### config.mk
export PLATFORM = sky130hd
export DESIGN_NAME = html_entity_decoder_unit_flat
export DESIGN_NICKNAME = d
export VERILOG_FILES = /design/src/hed_pkg.sv /design/src/hed_chan_if.sv /design/src/hed_front.sv /design/src/hed_queue.sv /design/src/hed_back.sv /design/src/html_entity_decoder_unit.sv /design/src/flat_wrapper.sv
export SDC_FILE = /design/constraint.sdc
export NUM_CORES = 1
export LEC_CHECK = 0
export BUFFER_PORTS_ARGS = -buffer_cell sky130_fd_sc_hd__buf_2
export CORE_MARGIN = 2
export CORE_UTILIZATION = 60
export DETAILED_ROUTE_END_ITERATION = 6
export PLACE_DENSITY = 0.85
export SYNTH_ARGS = -nofsm -noshare
export SYNTH_HDL_FRONTEND = slang
export SYNTH_SLANG_ARGS = --single-unit
### constraint.sdc
create_clock -name clock -period 15.83 [get_ports clock]
set_clock_uncertainty 0.2 [all_clocks]
set_input_delay 1.583 -clock clock [delete_from_list [all_inputs] [get_ports clock]]
set_output_delay 1.583 -clock clock [all_outputs]
set_load 0.01 [all_outputs]
### src/hed_pkg.sv
// shared types, constants and helpers for the html entity decoder
// no dependencies; imported by every module of the block
package hed_pkg;

   localparam int HOLD_DEPTH  = 5;
   localparam int BURST_MAX   = 6;
   localparam int ENT_COUNT   = 5;
   localparam int QUEUE_DEPTH = 2;

   localparam logic [7:0] AMP_CHAR = 8'h26;

   // entity spellings, lower case, unused tail bytes zero
   localparam logic [7:0] ENT_TEXT [ENT_COUNT][BURST_MAX] = '{
      '{8'h26, 8'h61, 8'h6d, 8'h70, 8'h3b, 8'h00},   // &amp;
      '{8'h26, 8'h71, 8'h75, 8'h6f, 8'h74, 8'h3b},   // &quot;
      '{8'h26, 8'h61, 8'h70, 8'h6f, 8'h73, 8'h3b},   // &apos;
      '{8'h26, 8'h6c, 8'h74, 8'h3b, 8'h00, 8'h00},   // &lt;
      '{8'h26, 8'h67, 8'h74, 8'h3b, 8'h00, 8'h00}    // &gt;
   };
   localparam logic [2:0] ENT_LEN  [ENT_COUNT] = '{3'd5, 3'd6, 3'd6, 3'd4, 3'd4};
   localparam logic [7:0] ENT_CHAR [ENT_COUNT] = '{8'h26, 8'h22, 8'h27, 8'h3c, 8'h3e};

   // group of result bytes caused by one input item
   typedef struct packed {
      logic [BURST_MAX-1:0][7:0] bytes;
      logic [2:0]                count;
      logic                      is_final;
   } burst_type;

   // ascii upper case folds to lower case, all else unchanged
   function automatic logic [7:0] fold_case(input logic [7:0] c);
      if (c >= 8'h41 && c <= 8'h5a) begin
         return c + 8'd32;
      end
      return c;
   endfunction

endpackage

### src/hed_chan_if.sv
// valid/ready channels of the html entity decoder: text input and results
// no dependencies
interface hed_req_if;
   logic       valid;
   logic       ready;
   logic [7:0] in_byte;
   logic       in_final;

   modport source (output valid, output in_byte, output in_final, input ready);
   modport sink   (input valid, input in_byte, input in_final, output ready);
endinterface

interface hed_rsp_if;
   logic       valid;
   logic       ready;
   logic [7:0] out_byte;
   logic       run_last;
   logic       text_end;

   modport source (output valid, output out_byte, output run_last, output text_end,
                   input ready);
   modport sink   (input valid, input out_byte, input run_last, input text_end,
                   output ready);
endinterface

### src/hed_front.sv
// front end: accepts text bytes, tracks the pending partial match and
// forms the burst of result bytes for each item; uses hed_pkg, hed_req_if
module hed_front (
   input  logic              clock,
   input  logic              reset,
   hed_req_if.sink           req_chan,
   input  logic              queue_full,
   output logic              push,
   output hed_pkg::burst_type push_burst
);
   import hed_pkg::*;

   logic [7:0] held_ff [HOLD_DEPTH];
   logic [7:0] held_in [HOLD_DEPTH];
   logic [2:0] count_ff, count_in;

   logic       fire;
   logic       match_full, match_part;
   logic [7:0] ent_sel;
   logic [7:0] b;
   logic [2:0] n;
   burst_type  burst;

   assign req_chan.ready = !queue_full;
   assign fire = req_chan.valid && req_chan.ready;
   assign b    = req_chan.in_byte;
   assign n    = count_ff;

   // parallel compare of held bytes plus new byte against every entity
   always_comb begin
      logic pre_ok;
      match_full = 1'b0;
      match_part = 1'b0;
      ent_sel    = ENT_CHAR[0];
      for (int e = 0; e < ENT_COUNT; e++) begin
         pre_ok = ({1'b0, n} + 4'd1) <= {1'b0, ENT_LEN[e]};
         for (int i = 0; i < BURST_MAX; i++) begin
            if (3'(i) < n) begin
               if (i < HOLD_DEPTH) begin
                  pre_ok = pre_ok && (fold_case(held_ff[i]) == ENT_TEXT[e][i]);
               end
            end else if (3'(i) == n) begin
               pre_ok = pre_ok && (fold_case(b) == ENT_TEXT[e][i]);
            end
         end
         if (pre_ok && (n != 3'd0)) begin
            if (({1'b0, n} + 4'd1) == {1'b0, ENT_LEN[e]}) begin
               match_full = 1'b1;
               ent_sel    = ENT_CHAR[e];
            end else begin
               match_part = 1'b1;
            end
         end
      end
   end

   // burst is held bytes and new byte, held bytes alone, or a decoded char
   always_comb begin
      held_in        = held_ff;
      count_in       = count_ff;
      burst.is_final = req_chan.in_final;
      for (int i = 0; i < BURST_MAX; i++) begin
         burst.bytes[i] = b;
      end
      for (int i = 0; i < HOLD_DEPTH; i++) begin
         if (3'(i) < n) begin
            burst.bytes[i] = held_ff[i];
         end
      end
      burst.count = 3'd0;
      priority if (match_full) begin
         burst.bytes[0] = ent_sel;
         burst.count    = 3'd1;
         count_in       = 3'd0;
      end else if (req_chan.in_final) begin
         burst.count = n + 3'd1;
         count_in    = 3'd0;
      end else if (n == 3'd0) begin
         if (b == AMP_CHAR) begin
            held_in[0] = b;
            count_in   = 3'd1;
         end else begin
            burst.count = 3'd1;
         end
      end else if (match_part && (n < 3'(HOLD_DEPTH))) begin
         held_in[n] = b;
         count_in   = n + 3'd1;
      end else begin
         if (b == AMP_CHAR) begin
            burst.count = n;
            held_in[0]  = b;
            count_in    = 3'd1;
         end else begin
            burst.count = n + 3'd1;
            count_in    = 3'd0;
         end
      end
   end

   assign push       = fire && (burst.count != 3'd0);
   assign push_burst = burst;

   always_ff @(posedge clock) begin
      if (reset) begin
         count_ff <= 3'd0;
      end else if (fire) begin
         count_ff <= count_in;
      end
   end

   always_ff @(posedge clock) begin
      if (fire) begin
         held_ff <= held_in;
      end
   end

endmodule

### src/hed_queue.sv
// two-entry burst queue between front and back end
// uses hed_pkg
module hed_queue (
   input  logic              clock,
   input  logic              reset,
   input  logic              push,
   input  hed_pkg::burst_type push_burst,
   output logic              full,
   input  logic              pop,
   output logic              not_empty,
   output hed_pkg::burst_type pop_burst
);
   import hed_pkg::*;

   localparam int PTR_W = $clog2(QUEUE_DEPTH);

   burst_type      mem_ff [QUEUE_DEPTH];
   logic [PTR_W-1:0] wr_ptr_ff, wr_ptr_in;
   logic [PTR_W-1:0] rd_ptr_ff, rd_ptr_in;
   logic [PTR_W:0]   fill_ff, fill_in;

   assign full      = fill_ff == (PTR_W + 1)'(QUEUE_DEPTH);
   assign not_empty = fill_ff != '0;
   assign pop_burst = mem_ff[rd_ptr_ff];

   always_comb begin
      wr_ptr_in = push ? wr_ptr_ff + 1'b1 : wr_ptr_ff;
      rd_ptr_in = pop  ? rd_ptr_ff + 1'b1 : rd_ptr_ff;
      fill_in   = fill_ff + (PTR_W + 1)'(push) - (PTR_W + 1)'(pop);
   end

   always_ff @(posedge clock) begin
      if (reset) begin
         wr_ptr_ff <= '0;
         rd_ptr_ff <= '0;
         fill_ff   <= '0;
      end else begin
         wr_ptr_ff <= wr_ptr_in;
         rd_ptr_ff <= rd_ptr_in;
         fill_ff   <= fill_in;
      end
   end

   always_ff @(posedge clock) begin
      if (push) begin
         mem_ff[wr_ptr_ff] <= push_burst;
      end
   end

endmodule

### src/hed_back.sv
// back end: plays out one queued burst as a run of result items
// uses hed_pkg, hed_rsp_if
module hed_back (
   input  logic              clock,
   input  logic              reset,
   input  logic              not_empty,
   input  hed_pkg::burst_type pop_burst,
   output logic              pop,
   hed_rsp_if.source         rsp_chan
);
   import hed_pkg::*;

   burst_type  burst_ff;
   logic       busy_ff, busy_in;
   logic [2:0] idx_ff, idx_in;
   logic       fire, last;

   assign last = idx_ff == (burst_ff.count - 3'd1);
   assign fire = rsp_chan.valid && rsp_chan.ready;
   assign pop  = not_empty && (!busy_ff || (fire && last));

   assign rsp_chan.valid    = busy_ff;
   assign rsp_chan.out_byte = burst_ff.bytes[idx_ff];
   assign rsp_chan.run_last = last;
   assign rsp_chan.text_end = last && burst_ff.is_final;

   always_comb begin
      busy_in = busy_ff;
      idx_in  = idx_ff;
      if (pop) begin
         busy_in = 1'b1;
         idx_in  = 3'd0;
      end else if (fire) begin
         if (last) begin
            busy_in = 1'b0;
         end else begin
            idx_in = idx_ff + 3'd1;
         end
      end
   end

   always_ff @(posedge clock) begin
      if (reset) begin
         busy_ff <= 1'b0;
         idx_ff  <= 3'd0;
      end else begin
         busy_ff <= busy_in;
         idx_ff  <= idx_in;
      end
   end

   always_ff @(posedge clock) begin
      if (pop) begin
         burst_ff <= pop_burst;
      end
   end

endmodule

### src/html_entity_decoder_unit.sv
// top level of the html entity decoder
// uses hed_pkg, hed_req_if, hed_rsp_if, hed_front, hed_queue, hed_back
//
// Decodes &amp; &quot; &apos; &lt; &gt; (any ascii letter case) in a byte
// stream into & " ' < >; everything else passes through unchanged. The
// input takes one byte per cycle whenever the two-entry burst queue has
// room. Each input byte causes zero to six result items; the back end
// sends one result per cycle while the output is ready, so a byte that
// breaks a long partial match (up to five held bytes plus itself) keeps
// the output busy for up to six results, and input stalls only once two
// bursts are queued behind the one playing out. Each burst is registered
// first in the queue and then in the back end before its first result
// shows. run_last marks the last result of each input byte, text_end the
// last result of a final byte. No clearing pass is needed after reset.
module html_entity_decoder_unit (
   input  logic clock,
   input  logic reset,
   hed_req_if.sink   req_chan,
   hed_rsp_if.source rsp_chan
);
   import hed_pkg::*;

   // burst handoff between front and back end
   logic      push, pop, queue_full, queue_not_empty;
   burst_type push_burst, pop_burst;

   // match tracking and burst forming
   hed_front u_front (
      .clock      (clock),
      .reset      (reset),
      .req_chan   (req_chan),
      .queue_full (queue_full),
      .push       (push),
      .push_burst (push_burst)
   );

   // decouples input acceptance from result playout
   hed_queue u_queue (
      .clock      (clock),
      .reset      (reset),
      .push       (push),
      .push_burst (push_burst),
      .full       (queue_full),
      .pop        (pop),
      .not_empty  (queue_not_empty),
      .pop_burst  (pop_burst)
   );

   // one result item per cycle from the current burst, while the output is ready
   hed_back u_back (
      .clock     (clock),
      .reset     (reset),
      .not_empty (queue_not_empty),
      .pop_burst (pop_burst),
      .pop       (pop),
      .rsp_chan  (rsp_chan)
   );

endmodule
### src/flat_wrapper.sv
// flat-port wrapper written by rule: the top's interface ports become plain ports
module html_entity_decoder_unit_flat import hed_pkg::*;
  (clock, reset, req_chan_valid, req_chan_in_byte, req_chan_in_final, req_chan_ready, rsp_chan_valid, rsp_chan_out_byte, rsp_chan_run_last, rsp_chan_text_end, rsp_chan_ready);
  hed_req_if req_chan_i ();
  hed_rsp_if rsp_chan_i ();
  input  logic clock;
  input  logic reset;
  input wire logic [$bits(req_chan_i.valid)-1:0] req_chan_valid;
  input wire logic [$bits(req_chan_i.in_byte)-1:0] req_chan_in_byte;
  input wire logic [$bits(req_chan_i.in_final)-1:0] req_chan_in_final;
  output wire logic [$bits(req_chan_i.ready)-1:0] req_chan_ready;
  output wire logic [$bits(rsp_chan_i.valid)-1:0] rsp_chan_valid;
  output wire logic [$bits(rsp_chan_i.out_byte)-1:0] rsp_chan_out_byte;
  output wire logic [$bits(rsp_chan_i.run_last)-1:0] rsp_chan_run_last;
  output wire logic [$bits(rsp_chan_i.text_end)-1:0] rsp_chan_text_end;
  input wire logic [$bits(rsp_chan_i.ready)-1:0] rsp_chan_ready;
  assign req_chan_i.valid = req_chan_valid;
  assign req_chan_i.in_byte = req_chan_in_byte;
  assign req_chan_i.in_final = req_chan_in_final;
  assign req_chan_ready = req_chan_i.ready;
  assign rsp_chan_valid = rsp_chan_i.valid;
  assign rsp_chan_out_byte = rsp_chan_i.out_byte;
  assign rsp_chan_run_last = rsp_chan_i.run_last;
  assign rsp_chan_text_end = rsp_chan_i.text_end;
  assign rsp_chan_i.ready = rsp_chan_ready;
  html_entity_decoder_unit u_core (.clock(clock), .reset(reset), .req_chan(req_chan_i), .rsp_chan(rsp_chan_i));
endmodule
==> impl_metrics.json <==
{
  "status": "completed",
  "synth_top_family_by_area": "multiplexers",
  "nets": 780,
  "post_drt_wl_per_cell_um": 25.0,
  "synth_seq_cells": 207,
  "worst_pin_slew_ns": 1.05,
  "h-tree-depth": 1,
  "grt_pass1_vias": 6529,
  "clockBufferDepth": 3,
  "synth_top_area_cell": "edfxtp_1",
  "maxSlewViolCount": 0,
  "drc": 0,
  "grt_usage_pct": 28.5,
  "finalCritPeriodShare_pct": 34.9,
  "vias_per_cell": 6.51,
  "die_h_um": 132,
  "cts_tree": "done",
  "drive_above_1_share_pct": 23.1,
  "required_ns": 15.76,
  "synth.top_cell.area_share_pct": 59.4,
  "clk_transition_reported_paths_ns": 0.06,
  "max_slew_margin_pct": 29.4,
  "numPortBuffers": 24,
  "clockPowerShare_pct": 33.1,
  "synth_edf_count": 196,
  "clk_latency_ns": 0.51,
  "setup_viol": 0,
  "syn_nets": 759,
  "fin_crit_ns": 5.53,
  "max_freq_mhz": 181,
  "ys_seq_area_share_pct": 61.6,
  "syn_area_um2": 9910,
  "synth-simple-area-share_pct": 11.4,
  "synthCells": 730,
  "cp-end-kind": "flip-flop",
  "maxCapViolations": 0,
  "die_area_um2": 17600,
  "hold_viol": 0,
  "yosys_warnings": 0,
  "firstDrtPassIters": 5,
  "grt_pass1_wl_mm": 38.0,
  "pre_cts_slack_ns": 9.87,
  "coreArea_um2": 16000,
  "start_util_pct": 61.9,
  "cts_root_buf": "clkbuf_16",
  "boundaryPins": 25,
  "antenna_found_initial": 0,
  "setup_tns_ns": 0,
  "synth_fa_ha_area_share_pct": 2.02,
  "synth.distinct_cells": 75,
  "cts_sinks": 207,
  "numCtsBuffers": 22,
  "crit_fanout": 52,
  "drt_iter0_drc": 672,
  "p_sw_share_pct": 26.4,
  "async_reset_ff_share_pct": 0,
  "ctsHoldBuffers": 0,
  "rows": 46,
  "internal_power_mw": 1.12,
  "syn_to_final_growth_pct": 10.8,
  "synth_xor_area_share_pct": 0.972,
  "setup_slack_ns": 10.30,
  "critPathArrivalTime_ns": 5.46,
  "post_cts_buffers": 0,
  "n_fill_cell": 1053,
  "p_comb_share_pct": 17.2,
  "critPathLaunchType": "input pin",
  "r2r_slack_ns": 10.63,
  "p_leak_nw": 3.70,
  "dp_hpwl_mm": 16.3,
  "synthTopCellsByArea": "edfxtp_1 (59%), mux2_2 (8.2%), nand2_1 (2.3%)",
  "routed_wl_mm": 24.6,
  "avgSynthCellArea_um2": 13.6,
  "grt_remaining_overflow": 0,
  "grt_max_degree": 56,
  "ant_nets": 0,
  "num_vias": 6400,
  "synth_compound_area_share_pct": 10.2,
  "whs_ns": 0.336,
  "cts-resized-gates": 0,
  "hold_path_class": "flip-flop to flip-flop",
  "path_class": "input pin to flip-flop",
  "die_w_um": 132,
  "ir_drop_v": 0.0000959,
  "num_antenna_cells": 0,
  "yosysMostFrequentCell": "edfxtp_1",
  "synthFlopType": "edfxtp_1",
  "power.density_nw_per_um2": 139,
  "yosys-top-cells-count": "edfxtp_1 (196), mux2_2 (72), nand2_1 (60)",
  "gp_congestion": 0.924,
  "p_sw_uw": 403,
  "synthMuxAreaShare_pct": 11.5,
  "pwr-share-seq_pct": 49.7,
  "rsz0062_at_grt": "no"
}
-- power groups by stage --
stage | Clock, mW | Sequential (mW) | Combinational, mW
after floorplan | 0 | 0.761 | 0.179
after global placement | 0 | 0.756 | 0.247
after detailed placement | 0 | 0.765 | 0.258
after CTS | 0.506 | 0.758 | 0.265
after global routing | 0.527 | 0.765 | 0.282
final | 0.504 | 0.757 | 0.263
-- kinds of logic (layout without fill, tap and decap cells) --
group | Yosys count | after routing
AOI/OAI and AO/OA | 138 | 138
xor gates and xnor gates | 11 | 11
adders and majority gates | 16 | 16
buffers and inverters | 60 | 97
DFF | 207 | 207
muxes | 94 | 94
and+or+nand+nor | 204 | 204
-- metrics by stage --
step	cells	total power [mW]	util [%]	area, um^2
2_1_floorplan	730	0.939	-	9910
3_3_place_gp	943	1.00	64.1	10300
3_5_place_dp	943	1.02	64.1	10300
4_1_cts	983	1.53	68.6	11000
5_1_grt	983	1.57	68.6	11000
6_report	983	1.52	68.6	11000
-- cell usage in the layout (no fill, tap or decap), types with 5 or more instances in the layout --
master       n
mux2i_1     13
a22o_1       5
a211oi_1     5
or3_1        7
xnor2_1      8
nor2b_1     12
ha_1        16
edfxtp_1   196
inv_1       24
nand2_1     60
or2_2       10
nor3_1      16
nand4_1      5
mux2_2      72
dfxtp_1     10
nor2_1      25
and2_1       7
o21ai_0     24
a21oi_1     27
nor4_1       5
o22ai_1     10
a31oi_1      9
o211ai_1    10
nand2b_1    10
mux4_2       8
nand3_1     12
clkbuf_16   22
nor3b_1      6
buf_2       24
buf_4        9
-- path summary, 6_finish.rpt --
kind,from,endpoint,cells after the start
max,req_chan_in_byte[7],u_core.u_queue.mem_ff[0][4],11
min,u_core.u_back.rsp_chan.valid,u_core.u_back.rsp_chan.valid,2
max reg2reg,u_core.u_front.count_ff[0],u_core.u_queue.fill_ff[1],17
min reg2reg,u_core.u_back.rsp_chan.valid,u_core.u_back.rsp_chan.valid,2
-- area by class of cell --
class / count / area, um^2 / area share, %
tap: 216 / 270 / 2.46
clock inverter: 15 / 149 / 1.36
sequential: 207 / 6110 / 55.6
clock buffer: 25 / 562 / 5.12
inverter: 24 / 90.1 / 0.821
timing repair buffer: 33 / 188 / 1.71
multi-input combinational: 463 / 3610 / 32.9
-- critical path: stages --
cell and delay [ns]:
buf_2 0.25, or3_1 0.41, a2111oi_0 0.50, o2111ai_1 0.34, nor4_1 0.44, o211ai_1 0.24
o22ai_1 0.32, or2_2 0.32, nor3_1 0.18, a211oi_4 0.22, buf_4 0.60
-- layer usage --
| metal | GRT usage, % | routed length [um] | share of wire (%) |
|---|---|---|---|
| met5 | 0 | 0 | 0 |
| met4 | 8.36 | 698 | 2.8 |
| met3 | 3.91 | 1610 | 6.6 |
| met2 | 48.4 | 12300 | 50 |
| met1 | 38.6 | 9940 | 40 |
-- registers in the layout, indices dropped and copies added (netlist names) --
signal	flops
u_core.u_front.count_ff	3
u_core.u_queue.rd_ptr_ff	1
u_core.u_back.idx_ff	3
u_core.u_queue.mem_ff	104
u_core.u_queue.fill_ff	2
u_core.u_queue.wr_ptr_ff	1
u_core.u_back.burst_ff	52
u_core.u_front.held_ff	40
u_core.u_back.rsp_chan.valid	1
Note: power is estimated with default switching activity, not from simulation.
